File: src/design/deq_pkg.sv
// Package with the types, constants and codes shared by the deque modules.
`timescale 1ns / 1ps

package deq_pkg;

  localparam int unsigned DEPTH      = 16;
  localparam int unsigned DATA_WIDTH = 32;
  localparam int unsigned ADDR_W     = $clog2(DEPTH);
  localparam int unsigned CNT_W      = ADDR_W + 1;

  typedef enum logic [2:0] {
    REQ_PUSH_BACK  = 3'd0,
    REQ_PUSH_FRONT = 3'd1,
    REQ_POP_BACK   = 3'd2,
    REQ_POP_FRONT  = 3'd3,
    REQ_READ_INDEX = 3'd4,
    REQ_CLEAR      = 3'd5,
    REQ_RESIZE     = 3'd6
  } req_e;

  typedef enum logic [2:0] {
    ERR_OK    = 3'd0,
    ERR_EMPTY = 3'd1,
    ERR_RANGE = 3'd2,
    ERR_FULL  = 3'd3,
    ERR_SIZE  = 3'd4
  } err_e;

  typedef enum logic [2:0] {
    ST_IDLE = 3'd0,
    ST_EXEC = 3'd1,
    ST_FILL = 3'd2,
    ST_READ = 3'd3,
    ST_DONE = 3'd4
  } state_e;

  typedef struct packed {
    logic [2:0]                   req_type;
    logic signed [DATA_WIDTH-1:0] elem_value;
    logic [ADDR_W-1:0]            index;
    logic [CNT_W-1:0]             new_size;
  } in_t;

  typedef struct packed {
    logic signed [DATA_WIDTH-1:0] read_value;
    logic signed [DATA_WIDTH-1:0] front_value;
    logic signed [DATA_WIDTH-1:0] back_value;
    logic [CNT_W-1:0]             elem_count;
    logic [2:0]                   error_code;
  } out_t;

  typedef struct packed {
    logic load_req;
    logic exec;
    logic fill_step;
    logic read_index;
    logic capture_rd;
    logic load_out;
  } cmd_t;

  typedef struct packed {
    logic fill_needed;
    logic fill_last;
  } sts_t;

endpackage

File: src/design/deq_datapath.sv
// Datapath of the deque: request register, pointers, storage and result register.
`timescale 1ns / 1ps

module deq_datapath (
  input  logic           clk_i,
  input  logic           rst_ni,
  input  deq_pkg::cmd_t  cmd_i,
  output deq_pkg::sts_t  sts_o,
  input  deq_pkg::in_t   in_data_i,
  output deq_pkg::out_t  out_data_o
);

  localparam int unsigned AW = deq_pkg::ADDR_W;
  localparam int unsigned CW = deq_pkg::CNT_W;
  localparam int unsigned DW = deq_pkg::DATA_WIDTH;

  deq_pkg::in_t         req_q;
  deq_pkg::req_e        req;
  deq_pkg::err_e        err_q, err_d;
  deq_pkg::out_t        out_q;
  logic [AW-1:0]        head_q, head_d;
  logic [CW-1:0]        count_q, count_d;
  logic [AW-1:0]        fill_ptr_q, fill_ptr_d;
  logic signed [DW-1:0] mem [deq_pkg::DEPTH];
  logic signed [DW-1:0] rdata_a_q, rdata_b_q, rd_hold_q;
  logic                 we;
  logic [AW-1:0]        waddr, raddr_a, raddr_b;
  logic                 full, empty, size_ok;

  assign req     = deq_pkg::req_e'(req_q.req_type);
  assign full    = (count_q == CW'(deq_pkg::DEPTH));
  assign empty   = (count_q == '0);
  assign size_ok = (req_q.new_size <= CW'(deq_pkg::DEPTH));

  always_comb begin
    head_d     = head_q;
    count_d    = count_q;
    err_d      = err_q;
    fill_ptr_d = fill_ptr_q;
    we         = 1'b0;
    waddr      = head_q + count_q[AW-1:0];
    if (cmd_i.exec) begin
      err_d = deq_pkg::ERR_OK;
      unique case (req)
        deq_pkg::REQ_PUSH_BACK: begin
          if (full) begin
            err_d = deq_pkg::ERR_FULL;
          end else begin
            we      = 1'b1;
            count_d = count_q + CW'(1);
          end
        end
        deq_pkg::REQ_PUSH_FRONT: begin
          if (full) begin
            err_d = deq_pkg::ERR_FULL;
          end else begin
            we      = 1'b1;
            waddr   = head_q - AW'(1);
            head_d  = head_q - AW'(1);
            count_d = count_q + CW'(1);
          end
        end
        deq_pkg::REQ_POP_BACK: begin
          if (empty) begin
            err_d = deq_pkg::ERR_EMPTY;
          end else begin
            count_d = count_q - CW'(1);
          end
        end
        deq_pkg::REQ_POP_FRONT: begin
          if (empty) begin
            err_d = deq_pkg::ERR_EMPTY;
          end else begin
            head_d  = head_q + AW'(1);
            count_d = count_q - CW'(1);
          end
        end
        deq_pkg::REQ_READ_INDEX: begin
          if ({1'b0, req_q.index} >= count_q) begin
            err_d = deq_pkg::ERR_RANGE;
          end
        end
        deq_pkg::REQ_CLEAR: begin
          head_d  = '0;
          count_d = '0;
        end
        deq_pkg::REQ_RESIZE: begin
          if (!size_ok) begin
            err_d = deq_pkg::ERR_SIZE;
          end else begin
            count_d    = req_q.new_size;
            fill_ptr_d = count_q[AW-1:0];
          end
        end
        default: begin
        end
      endcase
    end else if (cmd_i.fill_step) begin
      we         = 1'b1;
      waddr      = head_q + fill_ptr_q;
      fill_ptr_d = fill_ptr_q + AW'(1);
    end
  end

  assign sts_o.fill_needed = (req == deq_pkg::REQ_RESIZE) && size_ok &&
                             (req_q.new_size > count_q);
  assign sts_o.fill_last   = ({1'b0, fill_ptr_q} == (count_q - CW'(1)));

  assign raddr_a = cmd_i.read_index ? (head_q + req_q.index) : head_q;
  assign raddr_b = head_q + count_q[AW-1:0] - AW'(1);

  always_ff @(posedge clk_i) begin
    if (we) begin
      mem[waddr] <= req_q.elem_value;
    end
    rdata_a_q <= mem[raddr_a];
    rdata_b_q <= mem[raddr_b];
  end

  always_ff @(posedge clk_i or negedge rst_ni) begin
    if (!rst_ni) begin
      head_q  <= '0;
      count_q <= '0;
    end else begin
      head_q  <= head_d;
      count_q <= count_d;
    end
  end

  always_ff @(posedge clk_i) begin
    if (cmd_i.load_req) begin
      req_q <= in_data_i;
    end
    err_q      <= err_d;
    fill_ptr_q <= fill_ptr_d;
    if (cmd_i.capture_rd) begin
      rd_hold_q <= ((req == deq_pkg::REQ_READ_INDEX) && (err_q == deq_pkg::ERR_OK)) ?
                   rdata_a_q : '0;
    end
    if (cmd_i.load_out) begin
      out_q.read_value  <= rd_hold_q;
      out_q.front_value <= empty ? '0 : rdata_a_q;
      out_q.back_value  <= empty ? '0 : rdata_b_q;
      out_q.elem_count  <= count_q;
      out_q.error_code  <= err_q;
    end
  end

  assign out_data_o = out_q;

endmodule

File: src/design/deq_ctrl.sv
// Controller state machine that sequences each deque request through the datapath.
`timescale 1ns / 1ps

module deq_ctrl (
  input  logic          clk_i,
  input  logic          rst_ni,
  input  logic          in_valid_i,
  output logic          in_stall_o,
  output logic          out_valid_o,
  input  logic          out_stall_i,
  input  deq_pkg::sts_t sts_i,
  output deq_pkg::cmd_t cmd_o
);

  deq_pkg::state_e state_q, state_d;
  logic            out_valid_q, out_valid_d;

  always_ff @(posedge clk_i or negedge rst_ni) begin
    if (!rst_ni) begin
      state_q     <= deq_pkg::ST_IDLE;
      out_valid_q <= 1'b0;
    end else begin
      state_q     <= state_d;
      out_valid_q <= out_valid_d;
    end
  end

  always_comb begin
    cmd_o   = '0;
    state_d = state_q;
    unique case (state_q)
      deq_pkg::ST_IDLE: begin
        if (in_valid_i) begin
          cmd_o.load_req = 1'b1;
          state_d        = deq_pkg::ST_EXEC;
        end
      end
      deq_pkg::ST_EXEC: begin
        cmd_o.exec       = 1'b1;
        cmd_o.read_index = 1'b1;
        state_d          = sts_i.fill_needed ? deq_pkg::ST_FILL : deq_pkg::ST_READ;
      end
      deq_pkg::ST_FILL: begin
        cmd_o.fill_step = 1'b1;
        if (sts_i.fill_last) begin
          state_d = deq_pkg::ST_READ;
        end
      end
      deq_pkg::ST_READ: begin
        cmd_o.capture_rd = 1'b1;
        state_d          = deq_pkg::ST_DONE;
      end
      deq_pkg::ST_DONE: begin
        if (!out_valid_q || !out_stall_i) begin
          cmd_o.load_out = 1'b1;
          state_d        = deq_pkg::ST_IDLE;
        end
      end
      default: begin
        state_d = deq_pkg::ST_IDLE;
      end
    endcase
  end

  assign out_valid_d = cmd_o.load_out | (out_valid_q & out_stall_i);
  assign in_stall_o  = (state_q != deq_pkg::ST_IDLE);
  assign out_valid_o = out_valid_q;

endmodule

File: src/design/double_ended_queue_unit.sv
// Top level of the bounded deque unit: controller plus datapath.
//
//   Channel | Direction | Handshake             | Payload
//   --------+-----------+-----------------------+---------------------------
//   in      | input     | in_valid_i/in_stall_o | in_data_i  (deq_pkg::in_t)
//   out     | output    | out_valid_o/out_stall_i | out_data_o (deq_pkg::out_t)
//
// Each transaction steps through accept, execute, read and result; when a resize
// grows the queue, fill steps between execute and read write each new slot through
// the single write port of the storage. The next transaction can be accepted in the
// cycle after the result is loaded, even while that result still waits on a stall.
// Reset clears the pointers and the element count; storage is not cleared.
// A stalled result holds its register and blocks loading of the next result.
`timescale 1ns / 1ps

module double_ended_queue_unit (
  input  logic          clk_i,
  input  logic          rst_ni,
  input  logic          in_valid_i,
  output logic          in_stall_o,
  input  deq_pkg::in_t  in_data_i,
  output logic          out_valid_o,
  input  logic          out_stall_i,
  output deq_pkg::out_t out_data_o
);

  deq_pkg::cmd_t cmd;
  deq_pkg::sts_t sts;

  deq_ctrl u_ctrl (
    .clk_i       (clk_i),
    .rst_ni      (rst_ni),
    .in_valid_i  (in_valid_i),
    .in_stall_o  (in_stall_o),
    .out_valid_o (out_valid_o),
    .out_stall_i (out_stall_i),
    .sts_i       (sts),
    .cmd_o       (cmd)
  );

  deq_datapath u_datapath (
    .clk_i      (clk_i),
    .rst_ni     (rst_ni),
    .cmd_i      (cmd),
    .sts_o      (sts),
    .in_data_i  (in_data_i),
    .out_data_o (out_data_o)
  );

endmodule
File: config.mk
export PLATFORM = sky130hd
export DESIGN_NAME = double_ended_queue_unit
export DESIGN_NICKNAME = d
export VERILOG_FILES = /design/src/design/deq_pkg.sv /design/src/design/deq_datapath.sv /design/src/design/deq_ctrl.sv /design/src/design/double_ended_queue_unit.sv
export SDC_FILE = /design/constraint.sdc
export NUM_CORES = 1
export LEC_CHECK = 0
export BUFFER_PORTS_ARGS = -buffer_cell sky130_fd_sc_hd__buf_2
export CORE_MARGIN = 5
export CORE_UTILIZATION = 45
export CTS_CLUSTER_SIZE = 40
export DETAILED_ROUTE_END_ITERATION = 6
export GPL_TIMING_DRIVEN = 0
export SLEW_MARGIN = 20
export SYNTH_ARGS = -nofsm -noshare
export SYNTH_HDL_FRONTEND = slang
export SYNTH_SLANG_ARGS = --single-unit
File: constraint.sdc
create_clock -name clk_i -period 7.55 [get_ports clk_i]
set_clock_uncertainty 0.2 [all_clocks]
set_input_delay 1.51 -clock clk_i [delete_from_list [all_inputs] [get_ports clk_i]]
set_output_delay 1.51 -clock clk_i [all_outputs]
set_load 0.03 [all_outputs]
# Yosys cells after proc, flatten, opt, wreduce, memory -nomap -nowiden
# Memory sizes are Yosys's and may differ from the RTL's. A register that Yosys moved wholly into a read port is not among the register bits.
# Cells that the tools add are included.
[op_classes]
muxes = 39
eq_ne = 22
add_sub_neg = 9
div = 0
n_mul = 0
n_bitwise = 2
n_reduce_logical = 20
shifts = 0
magnitude_cmp = 3
[ops]
columns = ["cell", "count"]
rows = [
  ["$mux W4", 11],
  ["$pmux W5 S4", 1],
  ["$ne A2 B2 Y1 const B", 8],
  ["$mux W1", 15],
  ["$mux W5", 3],
  ["$pmux W3 S5", 1],
  ["$add A4 B4 Y4", 3],
  ["$eq A3 B2 Y1 const B", 4],
  ["$eq A3 B3 Y1 const B", 4],
  ["$mux W3", 4],
  ["$pmux W3 S4", 1],
  ["$pmux W4 S3", 1],
  ["$logic_not A3 Y1", 3],
  ["$add A4 B1 Y4 const B", 2],
  ["$sub A4 B1 Y4 const B", 2],
  ["$eq A3 B1 Y1 const B", 2],
  ["$reduce_and A3 Y1", 2],
  ["$reduce_bool A3 Y1", 2],
  ["$add A5 B1 Y5 const B", 1],
  ["$eq A4 B5 Y1", 1],
  ["$eq A5 B5 Y1 const B", 1],
  ["$ge A4 B5 Y1", 1],
  ["$gt A5 B5 Y1", 1],
  ["$le A5 B5 Y1 const B", 1],
  ["other kinds (14)", 20],
]
[word_totals]
output_inout_bits = 106
ram_bits = 512
latchBits = 0
word_cells = 112
inputBits = 48
mem_count = 1
reg_bits = 200
romBits = 0
[memory_table]
columns = ["name", "words", "width", "rd", "rd_clocked_by_memory_dff", "write_ports", "line_no", "source"]
rows = [
  ["u_datapath.mem", 16, 32, 2, 2, 1, "deq_datapath.sv:24", "logic signed [DW-1:0] mem [deq_pkg::DEPTH];"],
]

# Depth between registers and ports, before layout
[depth]
depth_word = 6
mapped_depth = 12
ltp_nobuf = 9

# Cells and area by module
# A second synthesis with hierarchy kept.
[unflattened]
hier_cells = 2037
area_unflattened_um2 = 33404.5
[modules_own_cells]
columns = ["module", "instances", "cells_per_inst", "seq_area_each_um2", "area_per_inst_um2"]
rows = [
  ["deq_datapath", 1, 2011, 22496.6, 33156.8],
  ["deq_ctrl", 1, 26, 100.1, 247.7],
]

# Worst setup path before layout
# No wires, ideal clock.
[synth_path]
path_kind = "input-to-reg"
startpoint = "input out_stall_i"
endpoint = "register u_datapath.out_q (netlist bit u_datapath.out_data_o[0]) (enable)"
setup_time_ps = 601
path_buffers = 0
slack_ps = 330
required_time_ps = 6749
arrival_time_ps = 6419
cell_stages = 1
path_cell_list = "a21oi_1"
[synth_between]
elab_chain_cells = 4
[synth_lines]
columns = ["item", "line_no", "source"]
rows = [
  ["from (decl)", "double_ended_queue_unit.sv:23", "input logic out_stall_i,"],
  ["$logic_not A1 Y1", "deq_ctrl.sv:54", "if (!out_valid_q || !out_stall_i) begin"],
  ["$logic_or A1 B1 Y1", "deq_ctrl.sv:54", ""],
  ["$mux W1", "deq_ctrl.sv:54", ""],
  ["$mux W1", "deq_ctrl.sv:31", "unique case (state_q)"],
  ["to (decl)", "deq_datapath.sv:20", "deq_pkg::out_t out_q;"],
]
# Every way passes these cells.
# A chain may end at the register's enable or synchronous reset.

# Worst setup path in the final report
[layout_path]
startpoint = "register u_datapath.head_q[0]"
endpoint = "register u_datapath.rdata_b_q[23] (read register of u_datapath.mem)"
[layout_between]
elab_chain_cells = 2
[layout_lines]
columns = ["item", "line_no", "source"]
rows = [
  ["from (decl)", "deq_datapath.sv:21", "logic [AW-1:0] head_q, head_d;"],
  ["from (signal assigned)", "deq_datapath.sv:122", "head_q <= '0;"],
  ["from (signal assigned)", "deq_datapath.sv:125", "head_q <= head_d;"],
  ["$add A4 B4 Y4", "deq_datapath.sv:110", "assign raddr_b = head_q + count_q[AW-1:0] - AW'(1);"],
  ["$sub A4 B1 Y4", "deq_datapath.sv:110", ""],
  ["to (decl)", "deq_datapath.sv:25", "logic signed [DW-1:0] rdata_a_q, rdata_b_q, rd_hold_q;"],
]
# Every way passes these cells.

==> impl_results.md <==
* Status: complete, no violations
* Synth warn at 0
* Register area share after synthesis at 67.4%
* CP Launch Type: flop
* Unrepaired setup endpoints after global routing: false
* Largest net degree at the start of global routing at 26
* Reg2Reg Capture Point: u_datapath.rdata_b_q[23]
* PnR worst setup slack at 1.39 ns
* Setup Viol. Count Final at 0
* Die X at 283 um
* Slowest stage delay, CP at 0.87 ns
* Number of global-route vias before repair at 22300
* First-pass GRT wire length at 146000 um
* Synth Flop Type: edfxtp_1
* Initial antenna violation count at 2
* CP Capture Point: u_datapath.rdata_b_q[23]
* CTS Buf Count at 79
* Most frequent cell after synthesis: edfxtp_1
* Number of nets in the layout at 2571
* Critical path launch point: u_datapath.head_q[0]
* Vias per cell at 6.16
* Worst Setup End Kind: flop
* Vert. Die Dim at 283 um
* Hpwl dp at 68800 um
* Post-Synthesis Cells at 2228
* Root Buffer: clkbuf_16
* Syn_area_per_cell at 15.0 um2
* Final WL at 100000 um
* Total GRT Usage at 24.5%
* Fmax at 162 MHz
* Synth top cells by count: edfxtp_1 (699), nand2_1 (266), a21oi_1 (144), mux4_2 (129), mux2i_1 (128)
* Rows at 100
* Most used cell, CP: clkbuf_1
* Reg area at 22600 um2
* Clk slew on worst S/H paths at 0.06 ns
* DR pass1 iterations at 7
* Port bufs at 153
* Largest cells by area after synthesis: edfxtp_1 (63%), mux4_2 (8.7%), dfxtp_1 (3.8%)
* Core ar. at 74200 um2
* Post-route cell area at 39200 um2
* Num ports at 154
* Hold WC Path Type: flop to flop
* DIE AREA at 80000 um2
* Critical path peak fanout at 10
* Slowest cell on crit path: clkbuf_1
* Post-route ant nets at 0
* Dpl ws at 1.61 ns
* WS Path Type: flop to flop
* Synth Cell Area at 33500 um2
* Reg-to-reg startpoint: u_datapath.head_q[0]
* Final hold viol count at 0
* Worst reg2reg path depth at 12
* Via count at 21800
* Depth of the CTS H-tree at 3
* EDFF count, synth at 699
* Fillers at 6036
* CTS tree: yes
* Synth top area share at 62.6%
* Seq cells post-synth at 776
* Final Critical Period at 6.16 ns
* Post-CTS sizing at 0
* Clock tree sinks at 776
* Worst reg2reg setup slack at 1.39 ns
* Count of pins over their slew limit at 0
* Effective utilization at floorplan at 45.2%
* Async SR Flop Fraction at 1.68%
* Hold Buf Count CTS at 0
* Crit path DAT at 6.38 ns
* Setup bufs post-CTS at 0
* Final GP Congestion at 0.915
* Latest clock arrival within the worst-skew pair at 0.63 ns
* Max-capacitance violation count at 0
* Mapped Nets at 2303
* Area growth, synth to finish at 17.0%
* Hold Slack at 0.218 ns
* First DRT Iteration DRCs at 2697
* Worst-Margin Slew at 1.16 ns
* CTS Buffer Depth at 3
* Count of cell types in the netlist at 61
* Multi-input gate area at 10200 um2
* Fin crit share at 81.5%
* Gr ovfl total at 0
* Drt drc at 0
* Critical path required time at 7.78 ns
* Fraction of layout cells with a size suffix above 1 at 21.0%
* Wire per inst at 28.4 um
* Yosys top cell by area: edfxtp_1
* Post-place instance area at 36500 um2
* Relative slew slack at 22.7%
* CP Cell Sequence: ha_1 > clkbuf_1 > buf_2 > buf_2 > inv_1 > ha_1 > clkbuf_1 > buf_1 > clkbuf_1 > mux4_2 > mux2i_1 > a21oi_1
-- logic make-up after synthesis --
group                    synth area share [%]
AO/OA/AOI/OAI                            7.65
XOR/XNOR                                0.762
AND/OR/NAND/NOR                          8.01
adder cells (fa/ha/maj)                  1.08
buffers and inverters                    2.45
flip-flops                               67.4
multiplexers                             12.6
-- through the flow --
step | util [%] | TNS, ns | cells
floorplan | - | 0 | 2228
global placement | 47.8 | -262.68 | 3350
detailed placement | 49.2 | 0 | 3384
CTS | 52.8 | 0 | 3531
global route | 52.8 | 0 | 3531
finish | 52.8 | 0 | 3533
-- layout make-up --
| class | count | area share [%] |
|---|---|---|
| clock inverters | 36 | 1.03 |
| diodes | 2 | 0.0128 |
| plain buffers | 160 | 1.88 |
| multi-input cells | 1270 | 26.1 |
| flip-flops and latches | 776 | 57.6 |
| inverters | 22 | 0.217 |
| well taps | 969 | 3.09 |
| clock buffers | 111 | 5.93 |
| repair buffers | 187 | 4.07 |
-- worst min-delay path by stage --
stage / from / endpoint / slack [ns] / cells after the start
4_1_cts: u_datapath.rd_hold_q[30] / u_datapath.out_data_o[102] / 0.21 / 0
3_3_place_gp: u_datapath.rd_hold_q[29] / u_datapath.out_data_o[101] / 0.20 / 0
5_1_grt: u_datapath.rd_hold_q[13] / u_datapath.out_data_o[85] / 0.22 / 0
6_report: u_datapath.rd_hold_q[13] / u_datapath.out_data_o[85] / 0.22 / 0
3_5_place_dp: u_datapath.rd_hold_q[13] / u_datapath.out_data_o[85] / 0.20 / 0
2_1_floorplan: u_datapath.rd_hold_q[28] / u_datapath.out_data_o[100] / 0.20 / 0
-- flip-flops by register name (all words and copies together) (netlist names), 5 cells and up --
signal and flops:
u_datapath.count_q 5, u_datapath.mem 512, u_datapath.out_data_o 104, u_datapath.rd_hold_q 32, u_datapath.rdata_a_q 32, u_datapath.rdata_b_q 32, u_datapath.req_q 41
-- metal layers --
layer  wire (um)  track usage (%)
met1       38200             32.0
met2       47100             39.4
met3       10100             5.65
met4        4990             11.5
met5           0                0
-- worst max-delay path: cells and delay by family (launching register included) --
family | cells | cell delay (ns)
buf+inv | 7 | 3.67
mux | 2 | 0.65
compound gates | 1 | 0.18
fa+ha+maj | 2 | 0.67
flops | 1 | 0.53
-- cell usage in the layout, fill, tap and decap left out, types with 17 or more instances in the layout --
cell type and instances:
nor2_4 17, clkbuf_16 86, o21ai_0 18, inv_1 21, xnor2_1 18, nand3_1 101, a22oi_1 31, clkbuf_1 104
mux2i_1 128, a31oi_1 38, nor2_1 19, a21oi_1 143, edfxtp_1 699, nor2b_1 98, mux4_2 129, buf_2 211
ha_1 24, o22a_1 31, a211oi_1 63, and2_1 34, dfxtp_1 64, buf_16 20, a221oi_1 31, nand2_1 266
Power is not shown: default switching activity piles up to over one toggle a cycle in this logic, so the estimate is an artifact.
